--- src/lps_pkg.sv ---
package lps_pkg;

    localparam int CFG_IDX_W  = 3;
    localparam int CFG_DATA_W = 16;

    // register indexes
    localparam logic [CFG_IDX_W-1:0] CFG_ADVANCE_EVERY = 3'd0;
    localparam logic [CFG_IDX_W-1:0] CFG_WINDOW_LEN    = 3'd1;
    localparam logic [CFG_IDX_W-1:0] CFG_HIGH_AVG      = 3'd2;
    localparam logic [CFG_IDX_W-1:0] CFG_LOW_AVG       = 3'd3;
    localparam logic [CFG_IDX_W-1:0] CFG_START_MODE    = 3'd4;

    // register reset values
    localparam logic [9:0]         RST_ADVANCE_EVERY = 10'd50;
    localparam logic [5:0]         RST_WINDOW_LEN    = 6'd10;
    localparam logic signed [15:0] RST_HIGH_AVG      = 16'sd3500;
    localparam logic signed [15:0] RST_LOW_AVG       = 16'sd1500;
    localparam logic [2:0]         RST_START_MODE    = 3'd1;

    // request types
    localparam logic REQ_TICK   = 1'b0;
    localparam logic REQ_SAMPLE = 1'b1;

    // mode codes
    localparam logic [2:0] MODE_OFF       = 3'd0;
    localparam logic [2:0] MODE_SLOW      = 3'd1;
    localparam logic [2:0] MODE_FAST      = 3'd2;
    localparam logic [2:0] MODE_HEARTBEAT = 3'd3;
    localparam logic [2:0] MODE_SOS       = 3'd4;
    localparam logic [2:0] MODE_RAINBOW   = 3'd5;
    localparam logic [3:0] NUM_MODES      = 4'd6;

    // periods in ms
    localparam logic [10:0] PER_RESET     = 11'd500;
    localparam logic [10:0] PER_OFF       = 11'd1000;
    localparam logic [10:0] PER_SLOW      = 11'd1000;
    localparam logic [10:0] PER_FAST      = 11'd200;
    localparam logic [10:0] PER_HEARTBEAT = 11'd100;
    localparam logic [10:0] PER_SOS_DOT   = 11'd200;
    localparam logic [10:0] PER_SOS_DASH  = 11'd600;
    localparam logic [10:0] PER_SOS_GAP   = 11'd1000;
    localparam logic [10:0] PER_RAINBOW   = 11'd300;

    // heartbeat: third LED lit on these steps of ten
    localparam logic [3:0] HB_STEPS  = 4'd10;
    localparam logic [9:0] HB_ON_MAP = 10'b00_0001_1011;

    // SOS "...---...": bit set means dot
    localparam logic [3:0] SOS_LEN     = 4'd9;
    localparam logic [8:0] SOS_DOT_MAP = 9'b111_000_111;

    typedef struct packed {
        logic               req_type;
        logic signed [15:0] sample_value;
        logic               sample_valid;
    } t_in_item;

    typedef struct packed {
        logic        led_first;
        logic        led_second;
        logic        led_third;
        logic [2:0]  mode;
        logic        mode_changed;
        logic [10:0] period_ms;
    } t_out_item;

    typedef struct packed {
        logic [9:0]         advance_every;
        logic [5:0]         window_len;
        logic signed [15:0] high_avg;
        logic signed [15:0] low_avg;
        logic               start_wr;
        logic [2:0]         start_val;
    } t_cfg;

endpackage

--- src/led_pattern_sequencer_core.sv ---
// Channel   Direction  Handshake                        Payload
// input     in         i_in_valid / o_in_stall          i_in_data  (t_in_item)
// output    out        o_out_valid / i_out_stall        o_out_data (t_out_item)
// config    in         i_cfg_we, i_cfg_idx              i_cfg_data (16 bit)
//
// One item per cycle while the output is not stalled: the state update and
// the result are computed in the cycle of the transfer and the result lands
// in the output register.
// Synchronous active-low reset; state returns to its power-up values.
// A result held by a stalled consumer blocks input only while the output
// register is full and the consumer stalls.
module led_pattern_sequencer_core
    import lps_pkg::*;
(
    input  logic                  i_clk,
    input  logic                  i_rst_n,
    // item input
    input  logic                  i_in_valid,
    input  t_in_item              i_in_data,
    output logic                  o_in_stall,
    // result output
    output logic                  o_out_valid,
    output t_out_item             o_out_data,
    input  logic                  i_out_stall,
    // register writes
    input  logic                  i_cfg_we,
    input  logic [CFG_IDX_W-1:0]  i_cfg_idx,
    input  logic [CFG_DATA_W-1:0] i_cfg_data
);

    t_cfg      w_cfg;
    t_out_item w_result;
    logic      w_take;
    logic      r_out_valid;
    t_out_item r_out_data;

    lps_cfg_regs u_cfg (
        .i_clk      (i_clk),
        .i_rst_n    (i_rst_n),
        .i_cfg_we   (i_cfg_we),
        .i_cfg_idx  (i_cfg_idx),
        .i_cfg_data (i_cfg_data),
        .o_cfg      (w_cfg)
    );

    // input transfer whenever the output register is free or being drained
    assign o_in_stall = r_out_valid && i_out_stall;
    assign w_take     = i_in_valid && !o_in_stall;

    lps_update u_update (
        .i_clk    (i_clk),
        .i_rst_n  (i_rst_n),
        .i_cfg    (w_cfg),
        .i_take   (w_take),
        .i_item   (i_in_data),
        .o_result (w_result)
    );

    // output register: every accepted item yields exactly one result
    always_ff @(posedge i_clk) begin
        if (!i_rst_n) begin
            r_out_valid <= 1'b0;
        end else if (w_take) begin
            r_out_valid <= 1'b1;
        end else if (!i_out_stall) begin
            r_out_valid <= 1'b0;
        end
    end

    always_ff @(posedge i_clk) begin
        if (w_take) begin
            r_out_data <= w_result;
        end
    end

    assign o_out_valid = r_out_valid;
    assign o_out_data  = r_out_data;

endmodule

--- src/lps_cfg_regs.sv ---
module lps_cfg_regs
    import lps_pkg::*;
(
    input  logic                  i_clk,
    input  logic                  i_rst_n,
    input  logic                  i_cfg_we,
    input  logic [CFG_IDX_W-1:0]  i_cfg_idx,
    input  logic [CFG_DATA_W-1:0] i_cfg_data,
    output t_cfg                  o_cfg
);

    logic [9:0]         r_advance_every;
    logic [5:0]         r_window_len;
    logic signed [15:0] r_high_avg;
    logic signed [15:0] r_low_avg;
    logic [2:0]         r_start_mode;

    always_ff @(posedge i_clk) begin
        if (!i_rst_n) begin
            r_advance_every <= RST_ADVANCE_EVERY;
            r_window_len    <= RST_WINDOW_LEN;
            r_high_avg      <= RST_HIGH_AVG;
            r_low_avg       <= RST_LOW_AVG;
            r_start_mode    <= RST_START_MODE;
        end else if (i_cfg_we) begin
            unique case (i_cfg_idx)
                CFG_ADVANCE_EVERY: r_advance_every <= i_cfg_data[9:0];
                CFG_WINDOW_LEN:    r_window_len    <= i_cfg_data[5:0];
                CFG_HIGH_AVG:      r_high_avg      <= $signed(i_cfg_data);
                CFG_LOW_AVG:       r_low_avg       <= $signed(i_cfg_data);
                CFG_START_MODE:    r_start_mode    <= i_cfg_data[2:0];
                default: ;
            endcase
        end
    end

    // start_mode write restarts the pattern in the same cycle
    assign o_cfg.advance_every = r_advance_every;
    assign o_cfg.window_len    = r_window_len;
    assign o_cfg.high_avg      = r_high_avg;
    assign o_cfg.low_avg       = r_low_avg;
    assign o_cfg.start_wr      = i_rst_n && i_cfg_we && (i_cfg_idx == CFG_START_MODE);
    assign o_cfg.start_val     = (o_cfg.start_wr) ? i_cfg_data[2:0] : r_start_mode;

endmodule

--- src/lps_update.sv ---
module lps_update
    import lps_pkg::*;
(
    input  logic      i_clk,
    input  logic      i_rst_n,
    input  t_cfg      i_cfg,
    input  logic      i_take,
    input  t_in_item  i_item,
    output t_out_item o_result
);

    logic [2:0]         r_mode,   n_mode;
    logic [3:0]         r_step,   n_step;
    logic               r_blink,  n_blink;
    logic [3:0]         r_sos,    n_sos;
    logic [9:0]         r_exp,    n_exp;
    logic [10:0]        r_period, n_period;
    logic [10:0]        r_cd,     n_cd;
    logic [2:0]         r_led,    n_led;
    logic signed [21:0] r_sum,    n_sum;
    logic [5:0]         r_cnt,    n_cnt;
    logic               n_changed;

    logic [3:0]         w_hb_s;
    logic [3:0]         w_hb_inc;
    logic [3:0]         w_sos_s;
    logic [3:0]         w_sos_inc;
    logic               w_dot;
    logic [3:0]         w_mode_inc;
    logic [2:0]         w_next_mode;
    logic signed [21:0] w_sum_inc;
    logic [5:0]         w_cnt_inc;
    logic signed [22:0] w_high_lim;
    logic signed [22:0] w_low_lim;
    logic signed [22:0] w_sum_ext;

    assign w_hb_s    = (r_step >= HB_STEPS) ? r_step - HB_STEPS : r_step;
    assign w_hb_inc  = w_hb_s + 4'd1;
    assign w_sos_s   = (r_sos < SOS_LEN) ? r_sos : 4'd0;
    assign w_sos_inc = w_sos_s + 4'd1;
    assign w_dot     = SOS_DOT_MAP[w_sos_s];

    // (mode + 1) mod 6, also from the unused codes
    assign w_mode_inc  = {1'b0, r_mode} + 4'd1;
    assign w_next_mode = (w_mode_inc >= NUM_MODES) ? 3'(w_mode_inc - NUM_MODES)
                                                   : w_mode_inc[2:0];

    assign w_sum_inc  = r_sum + 22'(i_item.sample_value);
    assign w_cnt_inc  = r_cnt + 6'd1;
    assign w_sum_ext  = 23'(w_sum_inc);
    assign w_high_lim = 23'(i_cfg.high_avg) * 23'($signed({1'b0, w_cnt_inc}));
    assign w_low_lim  = 23'(i_cfg.low_avg) * 23'($signed({1'b0, w_cnt_inc}));

    always_comb begin
        n_mode    = r_mode;
        n_step    = r_step;
        n_blink   = r_blink;
        n_sos     = r_sos;
        n_exp     = r_exp;
        n_period  = r_period;
        n_cd      = r_cd;
        n_led     = r_led;
        n_sum     = r_sum;
        n_cnt     = r_cnt;
        n_changed = 1'b0;
        if (i_cfg.start_wr) begin
            n_mode  = i_cfg.start_val;
            n_step  = '0;
            n_blink = 1'b0;
            n_cd    = r_period;
        end else if (i_take) begin
            if (i_item.req_type == REQ_TICK) begin
                if (r_cd > 11'd1) begin
                    n_cd = r_cd - 11'd1;
                end else begin
                    unique case (r_mode)
                        MODE_OFF: begin
                            n_led    = 3'b000;
                            n_period = PER_OFF;
                        end
                        MODE_SLOW: begin
                            n_blink  = ~r_blink;
                            n_led    = {2'b00, ~r_blink};
                            n_period = PER_SLOW;
                        end
                        MODE_FAST: begin
                            n_blink  = ~r_blink;
                            n_led    = {1'b0, ~r_blink, 1'b0};
                            n_period = PER_FAST;
                        end
                        MODE_HEARTBEAT: begin
                            n_led    = {HB_ON_MAP[w_hb_s], 2'b00};
                            n_step   = (w_hb_inc >= HB_STEPS) ? 4'd0 : w_hb_inc;
                            n_period = PER_HEARTBEAT;
                        end
                        MODE_SOS: begin
                            n_led    = {3{w_dot}};
                            n_period = w_dot ? PER_SOS_DOT : PER_SOS_DASH;
                            n_sos    = w_sos_inc;
                            if (w_sos_inc >= SOS_LEN) begin
                                n_sos    = 4'd0;
                                n_period = n_period + PER_SOS_GAP;
                            end
                        end
                        MODE_RAINBOW: begin
                            n_led    = r_step[2:0];
                            n_step   = {1'b0, r_step[2:0] + 3'd1};
                            n_period = PER_RAINBOW;
                        end
                        default: begin
                            n_led = 3'b000;
                        end
                    endcase
                    n_cd  = n_period;
                    n_exp = r_exp + 10'd1;
                    if (n_exp >= i_cfg.advance_every) begin
                        n_exp     = '0;
                        n_mode    = w_next_mode;
                        n_step    = '0;
                        n_blink   = 1'b0;
                        n_changed = 1'b1;
                    end
                end
            end else if (i_item.sample_valid) begin
                n_sum = w_sum_inc;
                n_cnt = w_cnt_inc;
                if (w_cnt_inc >= i_cfg.window_len) begin
                    if (w_sum_ext > w_high_lim) begin
                        n_mode    = MODE_FAST;
                        n_step    = '0;
                        n_blink   = 1'b0;
                        n_cd      = r_period;
                        n_changed = 1'b1;
                    end else if (w_sum_ext < w_low_lim) begin
                        n_mode    = MODE_SOS;
                        n_step    = '0;
                        n_blink   = 1'b0;
                        n_cd      = r_period;
                        n_changed = 1'b1;
                    end
                    n_sum = '0;
                    n_cnt = '0;
                end
            end
        end
    end

    always_ff @(posedge i_clk) begin
        if (!i_rst_n) begin
            r_mode   <= RST_START_MODE;
            r_step   <= '0;
            r_blink  <= 1'b0;
            r_sos    <= '0;
            r_exp    <= '0;
            r_period <= PER_RESET;
            r_cd     <= PER_RESET;
            r_led    <= '0;
            r_sum    <= '0;
            r_cnt    <= '0;
        end else begin
            r_mode   <= n_mode;
            r_step   <= n_step;
            r_blink  <= n_blink;
            r_sos    <= n_sos;
            r_exp    <= n_exp;
            r_period <= n_period;
            r_cd     <= n_cd;
            r_led    <= n_led;
            r_sum    <= n_sum;
            r_cnt    <= n_cnt;
        end
    end

    assign o_result.led_first    = n_led[0];
    assign o_result.led_second   = n_led[1];
    assign o_result.led_third    = n_led[2];
    assign o_result.mode         = n_mode;
    assign o_result.mode_changed = n_changed;
    assign o_result.period_ms    = n_period;

endmodule

--- config.mk ---
export PLATFORM = sky130hd
export DESIGN_NAME = led_pattern_sequencer_core
export DESIGN_NICKNAME = d
export VERILOG_FILES = /design/src/lps_pkg.sv /design/src/led_pattern_sequencer_core.sv /design/src/lps_cfg_regs.sv /design/src/lps_update.sv
export SDC_FILE = /design/constraint.sdc
export NUM_CORES = 1
export LEC_CHECK = 0
export BUFFER_PORTS_ARGS = -buffer_cell sky130_fd_sc_hd__buf_4
export CORE_UTILIZATION = 55
export CTS_CLUSTER_DIAMETER = 120
export CTS_CLUSTER_SIZE = 20
export DETAILED_ROUTE_END_ITERATION = 10
export PLACE_DENSITY = 0.73
export SETUP_SLACK_MARGIN = 0.05
export SYNTH_ARGS = -nofsm -noshare
export SYNTH_HDL_FRONTEND = slang
export SYNTH_HIERARCHICAL = 1
export SYNTH_SLANG_ARGS = --single-unit
--- constraint.sdc ---
create_clock -name i_clk -period 11.6 [get_ports i_clk]
set_clock_uncertainty 0.15 [all_clocks]
set_input_delay 3.48 -clock i_clk [delete_from_list [all_inputs] [get_ports i_clk]]
set_output_delay 3.48 -clock i_clk [all_outputs]
set_load 0.02 [all_outputs]
==> flow_summary.json <==
{
  "rr_startpoint": "u_update/r_cnt[0]",
  "critPathLaunchType": "flip-flop",
  "finalSetupViolCount": 0,
  "cpMostUsedCell": "fa_1",
  "routedWlPerCell_microns": 17.6,
  "io_buffers": 61,
  "fillers": 2549,
  "antenna_found_initial": 0,
  "fmax_ghz": 0.116,
  "dp_hpwl_microns": 32800,
  "ir_drop_v": 0.0000950,
  "drc": 0,
  "cpPeakStageDelay_ns": 1.04,
  "ys_types": 97,
  "drive_gt1_share_pct": 7.24,
  "h-tree-depth": 4,
  "die_h_microns": 175,
  "cts_buffers": 17,
  "slew_violations": 0,
  "coreArea_sq_um": 29600,
  "firstDrtPassIters": 5,
  "hold_viol": 0,
  "critPathKind": "flip-flop to flip-flop",
  "synth-edff-count": 18,
  "overflow": 0,
  "areaGrowthSynthToFinish_pct": 8.07,
  "io_pins": 62,
  "async_reset_ff_share_pct": 0,
  "place_ws_ns": 3.01,
  "cts.clk_slew.worst_paths_ns": 0.07,
  "crit_family": "adder cells",
  "worstSkewPairLatency_ns": 0.44,
  "start_util_pct": 55.8,
  "synth_nets": 2323,
  "viasPerCell": 5.76,
  "cts-resized-gates": 0,
  "clockBufferDepth": 2,
  "worst_pin_slew_ns": 1.06,
  "finalCritPeriodShare_pct": 74.2,
  "relSlewSlack_pct": 29.2,
  "gp_congestion": 0.895,
  "vias": 13700,
  "synth_ff_type": "dfxtp_1",
  "hold_ws_ns": 0.309,
  "fp.dieW_microns": 175,
  "synth_top_cell_area_share_pct": 16.4,
  "wl_microns": 41800,
  "clock-sinks": 145,
  "crit_buf_inv": 3,
  "status": "finished clean",
  "dpl_cell_area_sq_um": 17300,
  "final_cell_area_sq_um": 17800,
  "yosysWarningCount": 6,
  "crit_path_top_delay_cell": "ha_1",
  "finalSetupTns_ns": 0,
  "ys_seq_area_share_pct": 18.7,
  "grt_start_max_net_pins": 73,
  "cp.depth": 25,
  "drt-initial-drc-count": 876,
  "cp-end-kind": "flip-flop",
  "syn_area_sq_um": 16500,
  "p_leak_nw": 8.60,
  "period_needed_ns": 8.61,
  "hold_class": "flip-flop to flip-flop",
  "antenna_cells": 0,
  "r2r-end": "o_out_data[12]",
  "synth.most_common_cell": "inv_1",
  "grt_pass1_wl_microns": 69300,
  "synthTopCellsByArea": "fa_1, dfxtp_1, ha_1, inv_1, and2_1",
  "grtUsageTotal_pct": 28.2,
  "grt_pass1_vias": 13700,
  "crit_path_end": "o_out_data[12]",
  "ant_nets": 0,
  "drv_cap": 0,
  "ctsHoldBuffers": 0,
  "rsz0062_at_grt": "false",
  "synth_area_per_cell_sq_um": 8.45,
  "post-cts-setup-buffers": 0,
  "synthTopCellsByCount": "inv_1, nand2_1, ha_1",
  "pwr_density_cell_nw_per_um2": 76.8,
  "path_max_fanout": 37,
  "worstSetupStartpoint": "u_update/r_cnt[0]",
  "syn_inst": 1953,
  "rrSetupSlack_ns": 2.99,
  "ys_seq_elements": 145,
  "cts_root_buf": "clkbuf_16",
  "die-area_sq_um": 30700,
  "rows": 63,
  "crit_arrival_ns": 8.65,
  "fin_ws_ns": 2.99,
  "cts_tree": "done",
  "crit_required_ns": 11.64,
  "fin_nets": 2345,
  "r2r_cells": 25,
  "yosys.area.top_type": "fa_1"
}
==> power breakdown <==
part | internal, W | total (W) | switching [W] | leakage, nW
sequential | 0.000521 | 0.000534 | 0.0000136 | 1.19
combinational | 0.000119 | 0.000299 | 0.000180 | 7.15
clock | 0.000303 | 0.000535 | 0.000232 | 0.259
==> worst reg2reg max path, cell delays in order (launching register included) <==
cell	delay [ns]
dfxtp_1	0.30
buf_4	0.23
ha_1	1.04
and2_1	0.27
fa_1	0.44
fa_1	0.48
fa_1	0.56
inv_1	0.06
fa_1	0.52
inv_1	0.04
ha_1	0.35
a21o_1	0.20
a21oi_1	0.13
nand2_1	0.11
o2111ai_1	0.31
a211oi_1	0.16
o41ai_1	0.52
o211ai_1	0.25
ha_1	0.37
nand4_1	0.15
nor4_1	0.36
o21ai_0	0.15
a21o_1	0.33
a311o_4	0.54
nor4_4	0.25
nor2_1	0.08
==> placed cells by master (no fill, tap or decap), types with 17 or more instances in the layout <==
master and count:
a211oi_1 17, a21o_1 36, a21oi_1 102, and2_1 125
buf_4 73, clkbuf_16 17, dfxtp_1 127, edfxtp_1 18
fa_1 135, ha_1 193, inv_1 238, mux2i_1 20
nand2_1 203, nand2b_1 37, nand3_1 63, nor2_1 82
nor2b_1 52, nor3_1 27, o21a_1 19, o21ai_0 87
xnor2_1 46, xor2_1 31
==> cells by family (layout without fill, tap and decap cells) <==
| kind of cell | after synthesis | after routing | synth area share (%) |
|---|---|---|---|
| buffers and inverters | 310 | 345 | 7.31 |
| muxes | 24 | 24 | 1.49 |
| and+or+nand+nor | 673 | 673 | 21.3 |
| DFF | 145 | 145 | 18.7 |
| xor gates and xnor gates | 81 | 81 | 4.30 |
| adders and majority gates | 328 | 328 | 31.0 |
| AOI/OAI and AO/OA | 392 | 392 | 15.9 |
==> state kept, by name, summed over array words and instances, names as in the netlist <==
signal	count
o_out_valid	1
u_cfg/r_advance_every	10
u_update/r_sos	4
u_cfg/r_start_mode	3
u_update/r_step	4
u_update/r_sum	22
u_update/r_exp	10
u_cfg/r_window_len	6
u_update/r_period	11
u_update/r_cd	11
u_cfg/r_high_avg	16
o_out_data	18
u_update/r_led	3
u_update/r_blink	1
u_cfg/r_low_avg	16
u_update/r_cnt	6
u_update/r_mode	3
==> metal layers <==
metal	global-route usage [%]	wire length, microns	vias up
met4	8.44	855	0
met1	39.7	19900	6617
met5	0	0	-
li1	-	-	6644
met3	4.46	2350	54
met2	44.6	18700	374
==> how the worst min path moves through the flow <==
stage / from / to / slack (ns) / cells past startpoint
final: u_cfg/r_advance_every[9] / u_cfg/r_advance_every[9] / 0.31 / 2
after global routing: u_cfg/r_advance_every[2] / u_cfg/r_advance_every[2] / 0.33 / 2
after CTS: u_update/r_sum[3] / u_update/r_sum[3] / 0.31 / 2
after detailed placement: u_cfg/r_start_mode[0] / u_cfg/r_start_mode[0] / 0.31 / 2
after global placement: u_cfg/r_advance_every[2] / u_cfg/r_advance_every[2] / 0.29 / 2
after floorplan: u_cfg/r_advance_every[2] / u_cfg/r_advance_every[2] / 0.29 / 2
==> metrics by stage <==
step           cells  power (W)  utilization, %
4_1_cts         2378    0.00138            60.3
5_1_grt         2378    0.00144            60.3
3_3_place_gp    2346   0.000831            58.4
6_report        2378    0.00137            60.3
2_1_floorplan   1953   0.000750               -
3_5_place_dp    2346   0.000839            58.4
==> area by class of cell <==
type                    instances  area [sq um]  area share (%)
well taps                     390           488            2.74
clock inverters                13           125           0.702
flip-flops and latches        145          3080            17.3
clock buffers                  19           443            2.48
inverters                     240           901            5.05
repair buffers                 73           548            3.07
multi-input cells            1498         12200            68.7
(Power assumes the default switching activity.)
